**config.mk**
```make
export PLATFORM = sky130hd
export DESIGN_NAME = edf_ready_queue_selector
export DESIGN_NICKNAME = d
export VERILOG_FILES = /design/src/rtl/edfrq_pkg.sv /design/src/rtl/edfrq_ctrl.sv /design/src/rtl/edfrq_dp.sv /design/src/rtl/edf_ready_queue_selector.sv
export SDC_FILE = /design/constraint.sdc
export NUM_CORES = 1
export LEC_CHECK = 0
export BUFFER_PORTS_ARGS = -buffer_cell sky130_fd_sc_hd__buf_2
export CORE_ASPECT_RATIO = 1.5
export CORE_MARGIN = 1.5
export CORE_UTILIZATION = 45
export CTS_CLUSTER_SIZE = 30
export DETAILED_ROUTE_END_ITERATION = 6
export GPL_TIMING_DRIVEN = 0
export HOLD_SLACK_MARGIN = 0.03
export PLACE_DENSITY = 0.71
export SLEW_MARGIN = 20
export SYNTH_ARGS = -nofsm -noshare
export SYNTH_HDL_FRONTEND = slang
export SYNTH_HIERARCHICAL = 1
export SYNTH_SLANG_ARGS = --single-unit
export TNS_END_PERCENT = 30
```
**constraint.sdc**
```tcl
create_clock -name clk -period 6.1 [get_ports clk]
set_clock_uncertainty 0.2 [all_clocks]
set_input_delay 0 -clock clk [delete_from_list [all_inputs] [get_ports clk]]
set_output_delay 0 -clock clk [all_outputs]
set_load 0.005 [all_outputs]
```
**src/rtl/edfrq_pkg.sv**
```systemverilog
// ----------------------------------------------------------------------------
// edfrq_pkg
// Shared types, codes and helpers of the EDF ready queue selector.
// ----------------------------------------------------------------------------
package edfrq_pkg;

  localparam int unsigned QUEUE_DEPTH_DEF = 16;
  localparam int unsigned TASK_W          = 8;
  localparam int unsigned DEADLINE_W      = 17;
  localparam int unsigned ARRIVAL_W       = 16;
  localparam int unsigned KEY_W           = DEADLINE_W + ARRIVAL_W + TASK_W;

  typedef logic [KEY_W-1:0] key_t;

  typedef enum logic {
    FUNC_ENQUEUE = 1'b0,
    FUNC_PICK    = 1'b1
  } func_t;

  typedef enum logic [1:0] {
    STATUS_DONE  = 2'd0,
    STATUS_FULL  = 2'd1,
    STATUS_EMPTY = 2'd2
  } status_t;

  typedef enum logic [2:0] {
    ST_IDLE,
    ST_SCAN,
    ST_SCAN_END,
    ST_SHIFT_SET,
    ST_SHIFT,
    ST_SHIFT_END,
    ST_RESULT
  } state_t;

  typedef struct packed {
    logic    enq_wr;
    logic    pend_load;
    status_t pend_status;
    logic    pend_pick;
    logic    ptr_clr;
    logic    ptr_shift;
    logic    rd_issue;
    logic    rd_shift;
    logic    out_load;
  } cmd_t;

  typedef struct packed {
    logic full;
    logic empty;
    logic ptr_last;
    logic best_last;
    logic out_free;
  } stat_t;

  // Ordering key: effective deadline, then arrival, then id; smaller ranks first.
  function automatic key_t make_key(input logic [TASK_W-1:0] task_id,
                                    input logic signed [DEADLINE_W-1:0] deadline,
                                    input logic [ARRIVAL_W-1:0] arrival);
    logic [DEADLINE_W-1:0] eff;
    eff = deadline[DEADLINE_W-1] ? {1'b1, {(DEADLINE_W-1){1'b0}}}
                                 : {1'b0, deadline[DEADLINE_W-2:0]};
    return {eff, arrival, task_id};
  endfunction

endpackage

```
**src/rtl/edfrq_ctrl.sv**
```systemverilog
// ----------------------------------------------------------------------------
// edfrq_ctrl
// Sequencer of the EDF ready queue selector: accept, scan, compact, respond.
// ----------------------------------------------------------------------------
module edfrq_ctrl
  import edfrq_pkg::*;
(
  input  logic  clk,
  input  logic  rst,
  input  logic  req_valid,
  output logic  req_ready,
  input  logic  func,
  input  stat_t stat,
  output cmd_t  cmd
);

  state_t state;
  state_t state_next;

  always_ff @(posedge clk) begin
    if (rst) begin
      state <= ST_IDLE;
    end else begin
      state <= state_next;
    end
  end

  always_comb begin
    state_next = state;
    case (state)
      ST_IDLE: begin
        if (req_valid) begin
          if (func_t'(func) == FUNC_PICK && !stat.empty) begin
            state_next = ST_SCAN;
          end else begin
            state_next = ST_RESULT;
          end
        end
      end
      ST_SCAN: begin
        if (stat.ptr_last) begin
          state_next = ST_SCAN_END;
        end
      end
      ST_SCAN_END:  state_next = ST_SHIFT_SET;
      ST_SHIFT_SET: state_next = stat.best_last ? ST_RESULT : ST_SHIFT;
      ST_SHIFT: begin
        if (stat.ptr_last) begin
          state_next = ST_SHIFT_END;
        end
      end
      ST_SHIFT_END: state_next = ST_RESULT;
      ST_RESULT: begin
        if (stat.out_free) begin
          state_next = ST_IDLE;
        end
      end
      default: state_next = ST_IDLE;
    endcase
  end

  always_comb begin
    req_ready = (state == ST_IDLE);
    cmd       = '0;
    cmd.pend_status = STATUS_DONE;
    case (state)
      ST_IDLE: begin
        if (req_valid) begin
          cmd.pend_load = 1'b1;
          if (func_t'(func) == FUNC_ENQUEUE) begin
            cmd.enq_wr      = !stat.full;
            cmd.pend_status = stat.full ? STATUS_FULL : STATUS_DONE;
          end else if (stat.empty) begin
            cmd.pend_status = STATUS_EMPTY;
          end else begin
            cmd.pend_pick = 1'b1;
            cmd.ptr_clr   = 1'b1;
          end
        end
      end
      ST_SCAN: begin
        cmd.rd_issue = 1'b1;
      end
      ST_SHIFT_SET: begin
        cmd.ptr_shift = 1'b1;
      end
      ST_SHIFT: begin
        cmd.rd_issue = 1'b1;
        cmd.rd_shift = 1'b1;
      end
      ST_RESULT: begin
        cmd.out_load = stat.out_free;
      end
      default: begin
        cmd.out_load = 1'b0;
      end
    endcase
  end

endmodule

```
**src/rtl/edfrq_dp.sv**
```systemverilog
// ----------------------------------------------------------------------------
// edfrq_dp
// Datapath: entry memory, fill count, scan pointer, best key and result register.
// ----------------------------------------------------------------------------
module edfrq_dp
  import edfrq_pkg::*;
#(
  parameter int unsigned QUEUE_DEPTH = QUEUE_DEPTH_DEF
) (
  input  logic                         clk,
  input  logic                         rst,
  input  cmd_t                         cmd,
  output stat_t                        stat,
  input  logic [TASK_W-1:0]            task_id,
  input  logic signed [DEADLINE_W-1:0] deadline,
  input  logic [ARRIVAL_W-1:0]         arrival,
  output logic                         rsp_valid,
  input  logic                         rsp_ready,
  output logic [1:0]                   status,
  output logic [TASK_W-1:0]            chosen_id
);

  localparam int unsigned AW = $clog2(QUEUE_DEPTH);
  localparam int unsigned CW = $clog2(QUEUE_DEPTH + 1);

  key_t          mem [QUEUE_DEPTH];
  logic [CW-1:0] count;
  logic [CW-1:0] ptr;
  key_t          rd_data;
  logic          rd_vld;
  logic          rd_shift_q;
  logic [AW-1:0] rd_idx;
  key_t          best_key;
  logic [AW-1:0] best_idx;
  status_t       pend_status;
  logic          pend_pick;

  logic          wr_en;
  logic [AW-1:0] wr_addr;
  key_t          wr_data;
  logic [CW-1:0] last_pos;

  assign last_pos = count - CW'(1);
  assign wr_en    = cmd.enq_wr | (rd_vld & rd_shift_q);
  assign wr_addr  = cmd.enq_wr ? count[AW-1:0] : rd_idx - AW'(1);
  assign wr_data  = cmd.enq_wr ? make_key(task_id, deadline, arrival) : rd_data;

  always_comb begin
    stat.full      = (count == CW'(QUEUE_DEPTH));
    stat.empty     = (count == '0);
    stat.ptr_last  = (ptr == last_pos);
    stat.best_last = (CW'(best_idx) == last_pos);
    stat.out_free  = !rsp_valid || rsp_ready;
  end

  always_ff @(posedge clk) begin
    if (wr_en) begin
      mem[wr_addr] <= wr_data;
    end
    if (cmd.rd_issue) begin
      rd_data <= mem[ptr[AW-1:0]];
    end
  end

  always_ff @(posedge clk) begin
    if (rst) begin
      count     <= '0;
      rd_vld    <= 1'b0;
      rsp_valid <= 1'b0;
    end else begin
      rd_vld <= cmd.rd_issue;
      if (cmd.enq_wr) begin
        count <= count + CW'(1);
      end else if (cmd.out_load && pend_pick) begin
        count <= count - CW'(1);
      end
      if (cmd.out_load) begin
        rsp_valid <= 1'b1;
      end else if (rsp_ready) begin
        rsp_valid <= 1'b0;
      end
    end
  end

  always_ff @(posedge clk) begin
    rd_shift_q <= cmd.rd_shift;
    rd_idx     <= ptr[AW-1:0];
    if (cmd.ptr_clr) begin
      ptr <= '0;
    end else if (cmd.ptr_shift) begin
      ptr <= CW'(best_idx) + CW'(1);
    end else if (cmd.rd_issue) begin
      ptr <= ptr + CW'(1);
    end
    if (rd_vld && !rd_shift_q && (rd_idx == '0 || rd_data < best_key)) begin
      best_key <= rd_data;
      best_idx <= rd_idx;
    end
    if (cmd.pend_load) begin
      pend_status <= cmd.pend_status;
      pend_pick   <= cmd.pend_pick;
    end
    if (cmd.out_load) begin
      status    <= pend_status;
      chosen_id <= pend_pick ? best_key[TASK_W-1:0] : '0;
    end
  end

endmodule

```
**src/rtl/edf_ready_queue_selector.sv**
```systemverilog
// ----------------------------------------------------------------------------
// edf_ready_queue_selector
// Earliest-deadline-first ready queue with enqueue and pick transactions.
// ----------------------------------------------------------------------------
// Request channel (req_valid/req_ready) carries func, task_id, deadline and
// arrival; func selects enqueue or pick. Response channel (rsp_valid/rsp_ready)
// returns one status and chosen_id per request transaction, in order.
// An enqueue appends to the queue, or is dropped with status full.
// A pick scans the n stored entries one per cycle through the entry memory's
// single read port, then compacts the entries after the chosen one at one
// per cycle; an empty queue answers with status empty.
// One request is processed at a time; req_ready is high only while idle.
// A finished response is held in the output register while the receiver
// stalls; the next request is still accepted, and its response waits until
// the register drains.
// Reset empties the queue and clears rsp_valid; no clearing pass is needed.
// ----------------------------------------------------------------------------
module edf_ready_queue_selector
  import edfrq_pkg::*;
#(
  parameter int unsigned QUEUE_DEPTH = QUEUE_DEPTH_DEF
) (
  input  logic                         clk,
  input  logic                         rst,
  input  logic                         req_valid,
  output logic                         req_ready,
  input  logic                         func,
  input  logic [TASK_W-1:0]            task_id,
  input  logic signed [DEADLINE_W-1:0] deadline,
  input  logic [ARRIVAL_W-1:0]         arrival,
  output logic                         rsp_valid,
  input  logic                         rsp_ready,
  output logic [1:0]                   status,
  output logic [TASK_W-1:0]            chosen_id
);

  cmd_t  cmd;
  stat_t stat;

  edfrq_ctrl u_ctrl (
    .clk       (clk),
    .rst       (rst),
    .req_valid (req_valid),
    .req_ready (req_ready),
    .func      (func),
    .stat      (stat),
    .cmd       (cmd)
  );

  edfrq_dp #(
    .QUEUE_DEPTH (QUEUE_DEPTH)
  ) u_dp (
    .clk       (clk),
    .rst       (rst),
    .cmd       (cmd),
    .stat      (stat),
    .task_id   (task_id),
    .deadline  (deadline),
    .arrival   (arrival),
    .rsp_valid (rsp_valid),
    .rsp_ready (rsp_ready),
    .status    (status),
    .chosen_id (chosen_id)
  );

endmodule

```
==> impl_metrics.csv <==
group,metric,value,unit
critical_path,path_max_fanout,16,
run,maxCapViolCount,0,
clock_tree,htree_levels,3,
synth,synth_edf_count,755,
clock_tree,cts_made_buffers,70,
synth,synth_area_leader_cell,"edfxtp_1",
grt,antenna_found_initial,0,
floorplan,ios,58,
routing,post_drt_wl_per_cell,27.8,um
timing,fin_crit_sh,0.746,
power_and_ir_drop,power_density,476,mW/mm^2
grt,grt_util_met3,0.0326,
timing,rsz0062_at_grt,"false",
grt,grt_pass1_wl,104,mm
clock_tree,root_buffer,"clkbuf_16",
grt,grt_pass1_vias,15514,
routing,routed_wl,71.6,mm
placed_design,pre_cts_slack,1.50,ns
clock_tree,clockBufferDepth,3,
final_layout,final_util,0.528,
floorplan,initial_core_util,0.454,
clock_tree,post_cts_buffers,0,
placed_design,finalWeightedCongestion,0.786,
synth,async_reset_ff_frac,0,
synth,ys_seq_area_frac,0.748,
timing,setup_violations,0,
timing,setup_tns,0,ns
power_and_ir_drop,p_int,11.9,mW
placed_design,dp_cells,2411,
final_layout,fin_cells,2580,
placed_design,hpwl,46.1,mm
power_and_ir_drop,power.leakage,11.7,nW
timing,slew_violations,0,
outcome,status,"finished, final reports clean",
power_and_ir_drop,switching_share,0.303,
clock_tree,postCtsHoldBufs,43,
timing,timing.fmax,0.220,GHz
critical_path,r2r_start,"u_dp/count[0]",
routing,vias,15065,
power_and_ir_drop,vdd_drop_max,0.235,mV
floorplan,die_h,324,um
grt,gr-usage-met1,0.255,
grt,met2_usage,0.368,
synth,synth_fp_nets,1518,
worst_hold_path,hold_class,"in2reg",
routing,via_per_inst,5.84,
power_and_ir_drop,switchingPower,5.17,mW
synth,ys_top_cells_by_area,"edfxtp_1, mux4_2, ha_1, dfxtp_1, mux4_1",
routing,ant_nets,0,
grt,track_usage,0.209,
final_layout,drive_above_1_share,0.283,
synth,avgSynthCellArea,21.6,sq um
placed_design,numPortBuffers,57,
clock_tree,path_clk_slew,0.06,ns
final_layout,num_antenna_cells,0,
grt,grt_max_degree,46,
critical_path,cp.required,6.19,ns
routing,drc,0,
clock_tree,cts-resized-gates,0,
critical_path,critPathLaunch,"u_dp/count[0]",
timing,worst_pin_slew,1.17,ns
routing,drtIter0Drc,1579,
synth,synth_area,0.0309,sq mm
final_layout,synthToLayoutAreaGrowth,16.2,%
power_and_ir_drop,power_frac_clock,0.243,
clock_tree,clock_latency,0.60,ns
critical_path,worst_ep_arrival_time,4.64,ns
grt,grt-busiest-layer,"met2",
critical_path,cp-start-kind,"flop",
floorplan,dieWidth,217,um
critical_path,critPathKind,"reg2reg",
floorplan,std_cell_rows,117,
final_layout,most-common-layout-cells,"edfxtp_1, mux4_2, clkbuf_16, buf_2, inv_1",
power_and_ir_drop,comb_power_share,0.309,
worst_hold_path,hold_start,"rst",
timing,setup_slack,1.55,ns
final_layout,final_common_cell,"edfxtp_1",
synth,synthFlopType,"edfxtp_1",
final_layout,nNetsFinal,1730,
synth,yosysUniqueCellTypes,56,
timing,min_period,4.55,ns
clock_tree,cts_tree,"built",
floorplan,core-area,0.0679,sq mm
critical_path,endpoint_kind,"flop",
timing,holdWs,0.0826,ns
synth,synth_top_cell_area_share,0.735,
power_and_ir_drop,power.share.sequential,0.448,
clock_tree,cts_sinks,775,
synth,synth-seq-cells,775,
grt,grt_overflow,0,
synth,synth_cells,1426,
synth,yosys_warnings,6,
routing,firstDrtPassIters,5,
timing,relSlewSlack,0.217,
floorplan,die-area,0.0702,sq mm
timing,hold_viol,0,
-- worst paths after layout --
| path | cells after the start | slack, ns | end |
|---|---|---|---|
| hold reg to reg | 0 | 0.15 | u_dp/rd_idx[1] |
| setup / recovery | 11 | 1.55 | u_dp/mem[7][8] |
| hold / removal | 3 | 0.08 | u_dp/count[2] |
| setup reg to reg | 11 | 1.55 | u_dp/mem[7][8] |
-- routing by layer --
| metal | vias up | wire length (um) |
|---|---|---|
| met4 | 0 | 3050 |
| met1 | 7960 | 26400 |
| li1 | 6309 | - |
| met5 | - | 0 |
| met3 | 153 | 4540 |
| met2 | 643 | 37700 |
-- stage by stage --
step	total power, mW	cell area, sq um
5_1_grt	17.7	35900
6_report	17.1	35900
3_5_place_dp	13.0	33300
2_1_floorplan	11.2	30900
4_1_cts	17.2	35800
3_3_place_gp	12.6	32300
-- state kept, by name, summed over array words and instances, names as in the netlist, 2 cells and up --
signal,count
u_ctrl/state,3
u_dp/best_idx,4
u_dp/best_key,41
u_dp/chosen_id,8
u_dp/count,5
u_dp/mem,656
u_dp/pend_status,2
u_dp/ptr,5
u_dp/rd_data,41
u_dp/rd_idx,4
u_dp/status,2
-- logic make-up (layout without fill, tap and decap cells) --
| group | count (synthesis) | in the layout | synth area share |
|---|---|---|---|
| mux | 239 | 239 | 0.164 |
| flops | 775 | 775 | 0.748 |
| compound gates | 67 | 67 | 0.0136 |
| buf+inv | 128 | 390 | 0.0263 |
| simple gates | 146 | 146 | 0.0228 |
| fa+ha+maj | 46 | 46 | 0.0187 |
| xor+xnor | 25 | 25 | 0.00710 |
-- area by class of cell --
type                       instances  area [sq um]
buffer                            63           569
clock buffer                      89          1890
clock inverter                    33           235
fill                            5098         32100
inverter                          65           244
multi-input combinational        523          7120
sequential                       775         23100
tap                              892          1120
timing repair buffer             140          1610
-- Yosys cell counts (11+ instances only) --
| cell | n |
|---|---|
| edfxtp_1 | 755 |
| mux4_2 | 190 |
| inv_1 | 64 |
| ha_1 | 46 |
| nand2_1 | 46 |
| nor2_1 | 41 |
| mux2_2 | 29 |
| o21ai_0 | 21 |
| a21oi_1 | 20 |
| dfxtp_1 | 20 |
| clkbuf_1 | 16 |
| mux4_1 | 15 |
| xnor2_1 | 14 |
| buf_6 | 13 |
| buf_2 | 11 |
| xor2_1 | 11 |
-- worst max-delay path: stages (launching register included) --
cell and delay [ns]:
dfxtp_1 0.47, inv_1 0.18, ha_1 0.25, and3_1 0.18
nor3_1 0.17, clkbuf_1 0.30, clkbuf_1 0.69, mux2i_1 0.36
nand2_1 0.32, nor2_4 0.63, buf_16 0.25, buf_12 0.20
-- power groups by stage --
| stage | clock, mW | sequential [mW] | combinational (mW) |
|---|---|---|---|
| after floorplan | 0 | 7.63 | 3.56 |
| after global placement | 0 | 7.80 | 4.83 |
| after detailed placement | 0 | 7.76 | 5.25 |
| after CTS | 4.22 | 7.66 | 5.29 |
| after global routing | 4.41 | 7.70 | 5.61 |
| final | 4.15 | 7.66 | 5.27 |
Power figures use the tool's default switching activity.
